## config.mk

```make
export PLATFORM = sky130hd
export DESIGN_NAME = vrks_delay
export DESIGN_NICKNAME = d
export VERILOG_FILES = /design/src/rtl/vrks_delay.sv
export SDC_FILE = /design/constraint.sdc
export NUM_CORES = 1
export LEC_CHECK = 0
export BUFFER_PORTS_ARGS = -buffer_cell sky130_fd_sc_hd__buf_4
export CAP_MARGIN = 20
export CORE_AREA = 2 2 69 45
export CTS_CLUSTER_DIAMETER = 100
export DETAILED_ROUTE_END_ITERATION = 6
export DIE_AREA = 0 0 71 47
export HOLD_SLACK_MARGIN = 0.08
export PLACE_DENSITY = 0.83
export SYNTH_ARGS = -nofsm -noshare
export SYNTH_HDL_FRONTEND = slang
export SYNTH_SLANG_ARGS = --single-unit
```

## constraint.sdc

```tcl
create_clock -name clk -period 1.05 [get_ports clk]
set_input_delay 0.1575 -clock clk [delete_from_list [all_inputs] [get_ports clk]]
set_output_delay 0.1575 -clock clk [all_outputs]
set_load 0.02 [all_outputs]
```

## src/rtl/vrks_delay.sv

```systemverilog
// vrks_delay: fixed-length shift line for side data traveling with the pipeline.
// No package dependency.
`timescale 1ns / 1ps

module vrks_delay #(
	parameter int DW    = 8,
	parameter int DEPTH = 4
) (
	input  logic          clk,
	input  logic          arst_n,
	input  logic          en,
	input  logic [DW-1:0] din,
	output logic [DW-1:0] dout
);

	logic [DW-1:0] dly_s [DEPTH];

	always_ff @(posedge clk or negedge arst_n) begin
		if (!arst_n) begin
			for (int k = 0; k < DEPTH; k++) begin
				dly_s[k] <= '0;
			end
		end else if (en) begin
			dly_s[0] <= din;
			for (int k = 1; k < DEPTH; k++) begin
				dly_s[k] <= dly_s[k-1];
			end
		end
	end

	assign dout = dly_s[DEPTH-1];

endmodule

```

==> out/metrics.csv <==
metric;value;unit
outcome;finished, final reports clean;
initial antenna violation count;0;
antenna cell count;0;
IO Port Bufs;18;
slowest cell on the critical path;dfrtp_1;
Core ar.;2720;um^2
Top Ports;19;
DR vias/cell;4.81;
Filler cells;210;
Non-Filler Instances;128;
pre-CTS setup slack;0.127;ns
critical path's top delay family;flip-flops;
synthesis-to-finish area growth;14.7;%
CTS tree;built;
first-pass GRT wire length;3.24;mm
post-CTS sizing;0;
Post-Synthesis Cells;76;
Post-route DRC;0;
setup_tns;0;ns
final setup fails;0;
die area;3340;um^2
Worst EP required;0.89;ns
crit path capture type;output pin;
register area;801;um^2
share of cells above drive strength 1;62.8;%
Post-Syn Area;1410;um^2
Max Clk Rate;1010;MHz
CP Launch Type;flop;
die width;71;um
R2R cell count;1;
Buf/Inv on CP;1;
worst IR drop on VDD;1.02;mV
Clk pin slew, worst setup/hold paths;0.06;ns
Max-slew headroom;73.5;%
Seq/Total Area, Yosys;57.0;%
Routed WL;1.88;mm
CP max stage delay;0.40;ns
final hold slack;0.110;ns
worst min-delay path category;in -> reg;
Max Root-Sink Buffers;2;
fin crit share;94.5;%
clk sinks;32;
Fin. Hold Viols;0;
vias post-DR;616;
Cells after DPL;119;
area of the multi-input gates;473;um^2
commonest cells after routing, fill and taps aside;dfrtp_1 (32), mux2_4 (30), buf_4 (18), clkbuf_8 (6), buf_12 (3);
Post-CTS Setup Inserts;0;
data arrival time of the worst path;0.83;ns
Slew @ Worst Pin;0.397;ns
H-tree depth;2;
CP max FO;2;
CTS Hold Buffers Added;1;
all-layer global routing usage;13.7;%
Warnings, synthesis;0;
unrepaired setup endpoints after global routing;no;
DP HPWL;1.18;mm
vias in the first global route;689;
nets;104;
die height;47;um
syn_nets;87;
CP Depth;1;
Pre-antenna DRT Iters;4;
setup slack after layout;0.0582;ns
CTS buffer count;5;
synthesized flop and latch total;32;
syn avg cell area;18.5;um^2
Max Transition Viols Final;0;
clock skew;0.00220;ns
Hold Path Cell Cnt;2;
Synth cell types;6;
grt ovf;0;
P_leak;0.795;nW
Initial Utilization;51.6;%
std cell rows;15;
PD cells;1970;nW/um^2
CTS Root Cell;clkbuf_8;
min Tclk post-route;0.992;ns
CP Cell Sequence;buf_4;
WL/cell;14.7;um
Placer Congestion;0.675;
largest net degree at the start of global routing;33;
commonest non-fill, non-tap cell in the layout;dfrtp_1;
Max-Cap Viols;0;
drt first-iter violations;14;
post-route ant nets;0;
Setup CP Type;reg -> out;
clock insertion delay at the later pin of the skew report;0.27;ns
-- area by class of cell --
class                      instances  area share, %
sequential                        32           49.7
clock buffer                       8           5.59
timing repair buffer              22           12.7
multi-input combinational         32           29.3
tap                               34           2.64
-- sequential cells by signal (all words and copies together) (netlist names) --
name and cells:
dout 8, dly_s 24
-- metrics by stage --
stage                     util [%]  power, mW  cell area [um^2]
after CTS                     59.2       3.23              1610
after detailed placement      55.5       2.26              1510
after global routing          59.2       3.36              1610
final                         59.2       3.18              1610
after floorplan                  -       2.14              1410
after global placement        55.5       2.24              1510
-- synthesized netlist by cell type (all sizes together) --
cell / instances / area, um^2
mux2: 32 / 473
buf: 12 / 131
dfrtp: 32 / 801
-- per-layer routing --
layer | global-route usage (%) | vias to the layer above | wire [um]
met5 | 0 | - | 0
met4 | 3.40 | 0 | 0
met3 | 8.80 | 0 | 110
met2 | 20.6 | 17 | 822
met1 | 16.9 | 315 | 945
li1 | - | 284 | -
-- logic make-up after synthesis --
group / Yosys count / share of synthesized area [%]
buffers and inverters: 12 / 9.35
DFF: 32 / 57.0
muxes: 32 / 33.7
-- where the power goes --
| group | total [mW] | internal [mW] | switching (mW) |
|---|---|---|---|
| Sequential | 1.58 | 1.45 | 0.128 |
| Combinational | 0.668 | 0.429 | 0.239 |
| Clock | 0.936 | 0.533 | 0.403 |
-- path summary, 6_finish.rpt --
check                      slack, ns      start   endpoint
hold / removal                  0.11     din[6]  dly_s[30]
min in group asynchronous       0.35     arst_n  dly_s[11]
setup / recovery                0.06    dout[6]    dout[6]
max in group asynchronous       0.41     arst_n  dly_s[19]
hold reg to reg                 0.50  dly_s[19]  dly_s[11]
setup reg to reg                0.27   dly_s[8]   dly_s[8]
Note: power is estimated with default switching activity, not from simulation.
